$ cat config.mk
export PLATFORM = sky130hd
export DESIGN_NAME = sorted_list_intersection
export DESIGN_NICKNAME = d
export VERILOG_FILES = /design/src/sli_pkg.sv /design/src/sli_ram.sv /design/src/sorted_list_intersection.sv
export SDC_FILE = /design/constraint.sdc
export NUM_CORES = 2
export LEC_CHECK = 0
export BUFFER_PORTS_ARGS = -buffer_cell sky130_fd_sc_hd__buf_2
export CORE_ASPECT_RATIO = 1.5
export CORE_UTILIZATION = 45
export DETAILED_ROUTE_END_ITERATION = 12
export PLACE_DENSITY_LB_ADDON = 0.25
export SLEW_MARGIN = 20
export SYNTH_ARGS = -nofsm -noshare
export SYNTH_HDL_FRONTEND = slang
export SYNTH_SLANG_ARGS = --single-unit
$ cat constraint.sdc
create_clock -name clk -period 5.2 [get_ports clk]
set_input_delay 0.52 -clock clk [delete_from_list [all_inputs] [get_ports clk]]
set_output_delay 0.52 -clock clk [all_outputs]
set_load 0.02 [all_outputs]
$ cat src/sli_pkg.sv
// Package: shared constants, codes and types of the sorted list intersection block.
`default_nettype none
package sli_pkg;

    localparam int CAPACITY = 64;
    localparam int CNT_W    = $clog2(CAPACITY + 1);
    localparam int ADDR_W   = (CAPACITY > 1) ? $clog2(CAPACITY) : 1;
    localparam int VALUE_W  = 32;
    localparam int FUNC_W   = 2;

    typedef enum logic [FUNC_W-1:0] {
        FUNC_LOAD_A  = 2'd0,
        FUNC_LOAD_B  = 2'd1,
        FUNC_COMPUTE = 2'd2,
        FUNC_NONE    = 2'd3
    } func_t;

    typedef enum logic [2:0] {
        ST_IDLE,
        ST_FETCH_A,
        ST_LOAD_A,
        ST_SCAN,
        ST_HIT,
        ST_NEXT_A,
        ST_FINISH
    } state_t;

endpackage
`default_nettype wire

$ cat src/sli_ram.sv
// Simple dual-port RAM: one write port, one registered read port.
`default_nettype none
module sli_ram #(
    parameter int WIDTH  = 32,
    parameter int ADDR_W = 6
) (
    input  wire logic              clk,
    input  wire logic              we,
    input  wire logic [ADDR_W-1:0] waddr,
    input  wire logic [WIDTH-1:0]  wdata,
    input  wire logic [ADDR_W-1:0] raddr,
    output logic      [WIDTH-1:0]  rdata
);

    localparam int DEPTH = 1 << ADDR_W;

    logic [WIDTH-1:0] mem [DEPTH];

    always_ff @(posedge clk)
    begin
        if (we)
        begin
            mem[waddr] <= wdata;
        end
    end

    always_ff @(posedge clk)
    begin
        rdata <= mem[raddr];
    end

endmodule
`default_nettype wire

$ cat src/sorted_list_intersection.sv
// Top level: list stores, compare sequencer and output register of the intersection block.
// Usage:
//   Input channel s_*: tuser carries func, tdata the value. Func 0 appends the
//   value to list A, func 1 to list B, func 2 computes; func 3 is ignored.
//   A load gives no word. A load into a full list is dropped and sets the
//   overflow flag.
//   Output channel m_*: one word per element of A found in B, walking A from
//   its last entry to its first; tlast marks the final word. With no match a
//   single word with the empty flag set and tdata zero is sent.
//   Throughput: one shared 32-bit comparator walks B for each entry of A,
//   one compare per cycle, stopping at the first match; s_tready stays low
//   from the accepting edge until the final word has been registered.
//   The sequencer holds one found element back until the next is found so
//   that the last word can be flagged.
//   A stall on m_tready holds the sequencer at its next emit point.
//   Reset clears counts, flags and the output valid; the list stores need
//   no clearing since only entries below each count are read. After a compute
//   both lists and the overflow flag are empty again.
`default_nettype none
module sorted_list_intersection (
    input  wire logic        clk,
    input  wire logic        rst_n,
    input  wire logic        s_tvalid,
    output logic             s_tready,
    input  wire logic [31:0] s_tdata,   // value
    input  wire logic [1:0]  s_tuser,   // func
    output logic             m_tvalid,
    input  wire logic        m_tready,
    output logic      [31:0] m_tdata,   // common_value
    output logic             m_tlast,
    output logic      [1:0]  m_tuser    // empty_res, overflow
);

    localparam int CNT_W   = sli_pkg::CNT_W;
    localparam int ADDR_W  = sli_pkg::ADDR_W;
    localparam int VALUE_W = sli_pkg::VALUE_W;

    sli_pkg::state_t state_reg, state_next;

    logic [CNT_W-1:0]   count_a_reg, count_a_next;
    logic [CNT_W-1:0]   count_b_reg, count_b_next;
    logic               dropped_reg, dropped_next;
    logic [ADDR_W-1:0]  i_reg, i_next;
    logic [ADDR_W-1:0]  j_reg, j_next;
    logic [VALUE_W-1:0] a_val_reg, a_val_next;
    logic [VALUE_W-1:0] pend_reg, pend_next;
    logic               pend_valid_reg, pend_valid_next;
    logic               out_valid_reg, out_valid_next;
    logic [VALUE_W-1:0] out_data_reg, out_data_next;
    logic               out_last_reg, out_last_next;
    logic               out_empty_reg, out_empty_next;
    logic               out_ovf_reg, out_ovf_next;

    logic               we_a, we_b;
    logic [ADDR_W-1:0]  b_raddr;
    logic [VALUE_W-1:0] a_rdata, b_rdata;
    logic               accept;
    logic               out_free;
    logic               j_at_end;
    sli_pkg::func_t     func;

    assign func     = sli_pkg::func_t'(s_tuser);
    assign accept   = s_tvalid && s_tready;
    assign out_free = !out_valid_reg || m_tready;
    assign j_at_end = {{(CNT_W-ADDR_W){1'b0}}, j_reg} == (count_b_reg - {{(CNT_W-1){1'b0}}, 1'b1});

    sli_ram #(.WIDTH(VALUE_W), .ADDR_W(ADDR_W)) u_ram_a (
        .clk   (clk),
        .we    (we_a),
        .waddr (count_a_reg[ADDR_W-1:0]),
        .wdata (s_tdata),
        .raddr (i_reg),
        .rdata (a_rdata)
    );

    sli_ram #(.WIDTH(VALUE_W), .ADDR_W(ADDR_W)) u_ram_b (
        .clk   (clk),
        .we    (we_b),
        .waddr (count_b_reg[ADDR_W-1:0]),
        .wdata (s_tdata),
        .raddr (b_raddr),
        .rdata (b_rdata)
    );

    always_ff @(posedge clk or negedge rst_n)
    begin
        if (!rst_n)
        begin
            state_reg      <= sli_pkg::ST_IDLE;
            count_a_reg    <= '0;
            count_b_reg    <= '0;
            dropped_reg    <= 1'b0;
            pend_valid_reg <= 1'b0;
            out_valid_reg  <= 1'b0;
        end
        else
        begin
            state_reg      <= state_next;
            count_a_reg    <= count_a_next;
            count_b_reg    <= count_b_next;
            dropped_reg    <= dropped_next;
            pend_valid_reg <= pend_valid_next;
            out_valid_reg  <= out_valid_next;
        end
    end

    always_ff @(posedge clk)
    begin
        i_reg         <= i_next;
        j_reg         <= j_next;
        a_val_reg     <= a_val_next;
        pend_reg      <= pend_next;
        out_data_reg  <= out_data_next;
        out_last_reg  <= out_last_next;
        out_empty_reg <= out_empty_next;
        out_ovf_reg   <= out_ovf_next;
    end

    always_comb
    begin
        state_next      = state_reg;
        count_a_next    = count_a_reg;
        count_b_next    = count_b_reg;
        dropped_next    = dropped_reg;
        i_next          = i_reg;
        j_next          = j_reg;
        a_val_next      = a_val_reg;
        pend_next       = pend_reg;
        pend_valid_next = pend_valid_reg;
        out_valid_next  = out_valid_reg && !m_tready;
        out_data_next   = out_data_reg;
        out_last_next   = out_last_reg;
        out_empty_next  = out_empty_reg;
        out_ovf_next    = out_ovf_reg;
        s_tready        = 1'b0;
        we_a            = 1'b0;
        we_b            = 1'b0;
        b_raddr         = j_reg + {{(ADDR_W-1){1'b0}}, 1'b1};

        case (state_reg)
            sli_pkg::ST_IDLE:
            begin
                s_tready = 1'b1;
                if (accept)
                begin
                    case (func)
                        sli_pkg::FUNC_LOAD_A:
                        begin
                            if (count_a_reg >= CNT_W'(sli_pkg::CAPACITY))
                            begin
                                dropped_next = 1'b1;
                            end
                            else
                            begin
                                we_a         = 1'b1;
                                count_a_next = count_a_reg + {{(CNT_W-1){1'b0}}, 1'b1};
                            end
                        end
                        sli_pkg::FUNC_LOAD_B:
                        begin
                            if (count_b_reg >= CNT_W'(sli_pkg::CAPACITY))
                            begin
                                dropped_next = 1'b1;
                            end
                            else
                            begin
                                we_b         = 1'b1;
                                count_b_next = count_b_reg + {{(CNT_W-1){1'b0}}, 1'b1};
                            end
                        end
                        sli_pkg::FUNC_COMPUTE:
                        begin
                            pend_valid_next = 1'b0;
                            if (count_a_reg == '0)
                            begin
                                state_next = sli_pkg::ST_FINISH;
                            end
                            else
                            begin
                                i_next     = ADDR_W'(count_a_reg - {{(CNT_W-1){1'b0}}, 1'b1});
                                state_next = sli_pkg::ST_FETCH_A;
                            end
                        end
                        default:
                        begin
                        end
                    endcase
                end
            end

            sli_pkg::ST_FETCH_A:
            begin
                state_next = sli_pkg::ST_LOAD_A;
            end

            sli_pkg::ST_LOAD_A:
            begin
                a_val_next = a_rdata;
                j_next     = '0;
                b_raddr    = '0;
                state_next = (count_b_reg == '0) ? sli_pkg::ST_NEXT_A : sli_pkg::ST_SCAN;
            end

            sli_pkg::ST_SCAN:
            begin
                if (b_rdata == a_val_reg)
                begin
                    state_next = sli_pkg::ST_HIT;
                end
                else if (j_at_end)
                begin
                    state_next = sli_pkg::ST_NEXT_A;
                end
                else
                begin
                    j_next = j_reg + {{(ADDR_W-1){1'b0}}, 1'b1};
                end
            end

            sli_pkg::ST_HIT:
            begin
                if (!pend_valid_reg)
                begin
                    pend_next       = a_val_reg;
                    pend_valid_next = 1'b1;
                    state_next      = sli_pkg::ST_NEXT_A;
                end
                else if (out_free)
                begin
                    out_valid_next = 1'b1;
                    out_data_next  = pend_reg;
                    out_last_next  = 1'b0;
                    out_empty_next = 1'b0;
                    out_ovf_next   = dropped_reg;
                    pend_next      = a_val_reg;
                    state_next     = sli_pkg::ST_NEXT_A;
                end
            end

            sli_pkg::ST_NEXT_A:
            begin
                if (i_reg == '0)
                begin
                    state_next = sli_pkg::ST_FINISH;
                end
                else
                begin
                    i_next     = i_reg - {{(ADDR_W-1){1'b0}}, 1'b1};
                    state_next = sli_pkg::ST_FETCH_A;
                end
            end

            sli_pkg::ST_FINISH:
            begin
                if (out_free)
                begin
                    out_valid_next  = 1'b1;
                    out_data_next   = pend_valid_reg ? pend_reg : '0;
                    out_last_next   = 1'b1;
                    out_empty_next  = !pend_valid_reg;
                    out_ovf_next    = dropped_reg;
                    pend_valid_next = 1'b0;
                    count_a_next    = '0;
                    count_b_next    = '0;
                    dropped_next    = 1'b0;
                    state_next      = sli_pkg::ST_IDLE;
                end
            end

            default:
            begin
                state_next = sli_pkg::ST_IDLE;
            end
        endcase
    end

    assign m_tvalid = out_valid_reg;
    assign m_tdata  = out_data_reg;
    assign m_tlast  = out_last_reg;
    assign m_tuser  = {out_ovf_reg, out_empty_reg};

`ifndef SYNTHESIS
    a_count_a_cap: assert property (@(posedge clk) disable iff (!rst_n)
        count_a_reg <= CNT_W'(sli_pkg::CAPACITY))
        else $error("list A count above capacity");

    a_count_b_cap: assert property (@(posedge clk) disable iff (!rst_n)
        count_b_reg <= CNT_W'(sli_pkg::CAPACITY))
        else $error("list B count above capacity");

    a_empty_word: assert property (@(posedge clk) disable iff (!rst_n)
        (m_tvalid && m_tuser[0]) |-> (m_tlast && m_tdata == '0))
        else $error("empty word without tlast or with nonzero data");

    a_idle_no_pend: assert property (@(posedge clk) disable iff (!rst_n)
        (state_reg == sli_pkg::ST_IDLE) |-> !pend_valid_reg)
        else $error("held element left over in idle");
`endif

endmodule
`default_nettype wire

Word-level counts from Yosys, hierarchy flattened

Memory sizes are Yosys's and may differ from the RTL's. A register that Yosys moved wholly into a read port is not among the register bits.
Cells that the tools add are included.

Multiplexer cells: 69
Equality and inequality tests: 29
Reductions and logical operators: 26
Add/subtract/negate cells: 6
Order comparisons: 2

Operators by type and width:

| cell                | number |
|---|---|
| $mux 32             | 6 |
| $pmux 32 s2         | 1 |
| $mux 7              | 7 |
| $mux 6              | 7 |
| $eq 32x32->1        | 1 |
| $mux 3              | 10 |
| $pmux 7 s2          | 2 |
| $mux 1              | 26 |
| $pmux 6 s2          | 2 |
| $pmux 3 s7          | 1 |
| $ne 2x2->1 const B  | 10 |
| $reduce_and 5->1    | 4 |
| $add 7x1->7 const B | 2 |
| $ge 7x7->1 const B  | 2 |
| $logic_not 7->1     | 2 |
| $ne 3x3->1 const B  | 4 |
| $pmux 1 s2          | 6 |
| $sub 6x1->6 const B | 2 |
| $eq 3x3->1 const B  | 3 |
| $ne 2x1->1 const B  | 4 |
| $reduce_and 4->1    | 2 |
| $reduce_bool 2->1   | 4 |
| $eq 6x7->1          | 1 |
| $sub 7x1->7 const B | 1 |
| 17 further kinds    | 22 |

Memories: 2
Logic and storage cells: 148
Memory bits (writable): 4096
Output and inout bits: 37
Input port bits: 38
Register bits: 131

Memories:

| name        | depth | width | rd ports | clocked after Yosys merged registers in | wr ports | RTL line      | RTL |
|---|---|---|---|---|---|---|---|
| u_ram_a.mem | 64    | 32    | 1        | 1                                       | 1        | sli_ram.sv:17 | `logic [WIDTH-1:0] mem [DEPTH];` |
| u_ram_b.mem | 64    | 32    | 1        | 1                                       | 1        | sli_ram.sv:17 |  |

Logic depth before layout (Yosys ltp)

Depth in word-level cells: 7
Mapped depth: 12
Depth with buffers taken out: 8

Hierarchy

A second synthesis with hierarchy kept.

Cell total of the unflattened synthesis: 7052
Area total of the unflattened synthesis: 162608.5 µm²

By module, submodules not included:

| module                   | area each (µm²) | times used | seq. area each (µm²) | cells each |
|---|---|---|---|---|
| sli_ram                  | 78515.3         | 2          | 62139.6              | 3324 |
| sorted_list_intersection | 5577.8          | 1          | 3833.7               | 404 |

Least setup slack after synthesis

No wires, ideal clock.

Kind: flip-flop to flip-flop
Start point: register state_reg[1]
End point: memory u_ram_a.mem[7][0] (enable)
Arrival time: 4.139 ns
Required time: 4.739 ns
Path buffers: 1
Setup slack: 0.600 ns
Library setup time: 0.461 ns
Clock period less this slack: 4.600 ns
Stages on the path, launching flop included: 6
Cell sequence: dfrtp_1 > clkbuf_1 > nor3_1 > nand3_1 > or3_1 > nor3_1

Word-level cells in the longest chain between the ends: 7

RTL lines:

| element                      | RTL line                        | RTL |
|---|---|---|
| start, declared              | sorted_list_intersection.sv:38  | `sli_pkg::state_t state_reg, state_next;` |
| start signal, assigned       | sorted_list_intersection.sv:89  | `state_reg <= sli_pkg::ST_IDLE;` |
| start signal, assigned       | sorted_list_intersection.sv:98  | `state_reg <= state_next;` |
| $logic_not 3->1              | sorted_list_intersection.sv:140 | `case (state_reg)` |
| $mux 1                       | sorted_list_intersection.sv:140 |  |
| via s_tready                 | sorted_list_intersection.sv:24  | `output logic s_tready,` |
| $logic_and 1x1->1            | sorted_list_intersection.sv:63  | `assign accept = s_tvalid && s_tready;` |
| $mux 1                       | sorted_list_intersection.sv:144 | `if (accept)` |
| $mux 1                       | sorted_list_intersection.sv:140 |  |
| $mux 1                       | sli_ram.sv:21                   | `if (we)` |
| $mux 1 (not written as such) | sli_ram.sv:23                   | `mem[waddr] <= wdata;` |
| end, declared                | sli_ram.sv:17                   |  |

The timed path passes the listed nets, and every way through them passes these cells.

Final worst setup path

Start point: register state_reg[0]
End point: register u_ram_b.rdata[2], read port of u_ram_b.mem

Word-level cells in the longest chain between the ends: 2

RTL lines:

| element       | RTL line                        | RTL |
|---|---|---|
| $eq 3x2->1    | sorted_list_intersection.sv:140 |  |
| $mux 6        | sorted_list_intersection.sv:140 |  |
| end, declared | sli_ram.sv:12                   | `output logic [WIDTH-1:0] rdata` |

No other way between the ends.
A chain may end at the register's enable or synchronous reset.

==> run_results.csv <==
group,metric,value,unit
clock_network,cts_resized,0,
cells_and_area,largestRegisters,"u_ram_a.mem (2048), u_ram_b.mem (2048)",
timing,fmaxAchievable,0.225,GHz
power,power.density,524,mW/mm^2
synth,synthArstFlopShare,0.466,%
synth,ys_ff_latch,4291,
clock_network,cts.sinks,4291,
place,port-buffer-count,74,
power,power.ir.vdd_worst,388,uV
clock_network,cts_tree,"built",
timing,timing.clock.skew,0.0950,ns
critical_path,cp_max_fo,28,
synth,synth_edf_count,4207,
cells_and_area,area_growth,13.2,%
timing,final_hold_viol_count,0,
timing,setup_violations,0,
global_route,grt_max_degree,129,
synth,ys_top_cells_by_count,"edfxtp_1, mux4_2, mux2i_1",
timing,slew_viol_final,0,
clock_network,clkTransAtPathRegs,0.07,ns
floorplan,die-area,0.372,sq mm
timing,relSlewSlack,11.0,%
synth,synth_seq_area_share,76.9,%
hold_path,hold_class,"input port to flop",
critical_path,worst_setup_path_start_kind,"flop",
clock_network,post_cts_buffers,0,
drt,drc,0,
synth,syn_area_per_cell,19.0,sq um
synth,synth.most_common_cell,"edfxtp_1",
floorplan,core-area,0.368,sq mm
timing,fin_crit_sh,85.7,%
status,outcome,"completed",
cells_and_area,final_util,51.2,%
synth,synth.net_count,8830,
critical_path,cp.arrival,5.33,ns
floorplan,die_w,499,um
floorplan,dieHeight,747,um
timing,whs,0.0457,ns
critical_path,setup.worst_path.class,"flop to flop",
global_route,grt_pass1_wl,711000,um
power,total_power,98.9,mW
synth,yosys.area.top_type,"edfxtp_1",
synth,yosys_warnings,0,
floorplan,io_pins,75,
floorplan,start_util,45.2,%
place,hpwl,320000,um
timing,max_slew.worst_pin.slew,1.32,ns
clock_network,cts_buffers,396,
critical_path,critPathBufInv,2,
clock_network,clk_latency,1.02,ns
drt,drt_iter0_markers,12000,
drt,num_vias,90000,
timing,fin_ws,0.746,ns
global_route,antenna_found_initial,41,
floorplan,rows,273,
power,p_leak,60.2,nW
synth,syn_area,0.166,sq mm
drt,vias_per_cell,6.29,
clock_network,h-tree-depth,5,
global_route,track_usage,27.4,%
global_route,grt_pass1_vias,89000,
timing,rsz0062_at_grt,"no",
drt,routed_wl,516000,um
critical_path,max_stage_delay,0.73,ns
critical_path,crit_path_cell_trace,"or3b_4 > inv_6 > nor2_4 > buf_4 > a222oi_1 > o21ai_0 > a211oi_1 > nor4_2",
clock_network,cts_buffer_depth,4,
place,gp_congestion,0.980,
place,place_ws,0.854,ns
synth,ys.flop_type,"edfxtp_1",
cells_and_area,nNetsFinal,9189,
timing,min_period,4.45,ns
synth,netlist_top_cells_area,"edfxtp_1, mux4_2, mux2i_1",
synth,synth_top_area_share,75.9,%
critical_path,worst_ep_required_time,6.07,ns
timing,setup_tns,0,ns
drt,dr.pass1.iters,9,
synth,syn_inst,8785,
run,cap_violations,0,
global_route,gr-total-overflow,0,
clock_network,cts_root_buffer,"clkbuf_16",
drt,wl_per_cell,36.1,um
critical_path,cp-end-kind,"flop",
drt,antenna_left,0,
cells_and_area,drive_above_1_share,22.0,%
critical_path,slowest_stage,"o21ai_0",
synth,yosysUniqueCellTypes,92,
critical_path,path_delay_family,"simple AND/OR/NAND/NOR gates",
-- kinds of logic after synthesis --
group | share of synthesized area, %
DFF | 76.9
AOI/OAI and AO/OA | 6.26
muxes | 11.6
and+or+nand+nor | 2.96
buffers and inverters | 1.89
xor gates and xnor gates | 0.313
adders and majority gates | 0.0526
-- layout by cell type, fill, tap and decap left out, drive strengths merged, types with 35 or more instances in the layout --
cell type and count:
a211o 37, a211oi 163, a21oi 267, a221oi 81
a31oi 63, and3 49, buf 518, bufinv 44
clkbuf 486, clkinv 172, dfxtp 64, edfxtp 4207
inv 53, mux2 255, mux2i 489, mux4 511
nand2 416, nand3 74, nor2 230, nor2b 102
nor3 35, nor4 35, o211ai 53, o21ai 331
o221ai 92, o22ai 151, o31ai 36, xnor2 44
-- final cells by class --
cell class                      instances  area, sq um
Fill cell                           29200       180000
Sequential cell                      4291       128000
Multi-Input combinational cell       3881        36500
Clock buffer                          486        10600
Tap cell                             4812         6020
Timing Repair Buffer                  527         4700
Clock inverter                        238         2410
Inverter                               47          189
Antenna cell                           32         80.1
-- worst register-to-register path: stages (launching register included) --
cell and delay [ns]:
dfrtp_1 0.62, or3b_4 0.67, inv_6 0.39, nor2_4 0.69
buf_4 0.49, a222oi_1 0.18, o21ai_0 0.73, a211oi_1 0.32
nor4_2 0.29
-- per-stage QoR --
stage / cells / cell area [sq um]
global placement: 13500 / 175000
finish: 14300 / 189000
detailed placement: 13500 / 175000
global route: 14300 / 188000
floorplan: 8785 / 166000
CTS: 14300 / 188000
-- power by group --
group          total [mW]  internal (mW)  leakage (nW)  switching [mW]
clock network        29.5           16.6          6.32            12.9
logic                29.8           9.50          15.3            20.3
registers            39.6           38.8          38.6           0.804
-- path summary, 6_finish.rpt --
kind | from | end | slack, ns | cells after the start
max in group asynchronous | rst_n | count_a_reg[2]$_DFFE_PN0P_ | 4.58 | 2
min in group asynchronous | rst_n | count_b_reg[0]$_DFFE_PN0P_ | 0.19 | 2
hold / removal | s_tdata[22] | u_ram_a.mem[56][22]$_DFFE_PP_ | 0.05 | 1
setup / recovery | state_reg[0]$_DFFE_PN0P_ | u_ram_b.rdata[2]$_DFF_P_ | 0.75 | 8
setup reg to reg | state_reg[0]$_DFFE_PN0P_ | u_ram_b.rdata[2]$_DFF_P_ | 0.75 | 8
hold reg to reg | u_ram_a.rdata[17]$_DFF_P_ | a_val_reg[17]$_DFFE_PP_ | 0.37 | 0
-- repair_timing --
| item | 4_1_cts | 5_1_grt |
|---|---|---|
| hold buffers | 9 | 0 |
| endpoints found under the hold margin | 127 | 0 |
| endpoints found under the setup margin | 0 | 0 |
-- metal layers --
layer  track usage (%)  share of wire (%)
met1              33.2                 35
met2              45.1                 49
met3              3.70                7.5
met4              20.0                8.8
met5                 0             0.0054
Power figures use the tool's default switching activity.
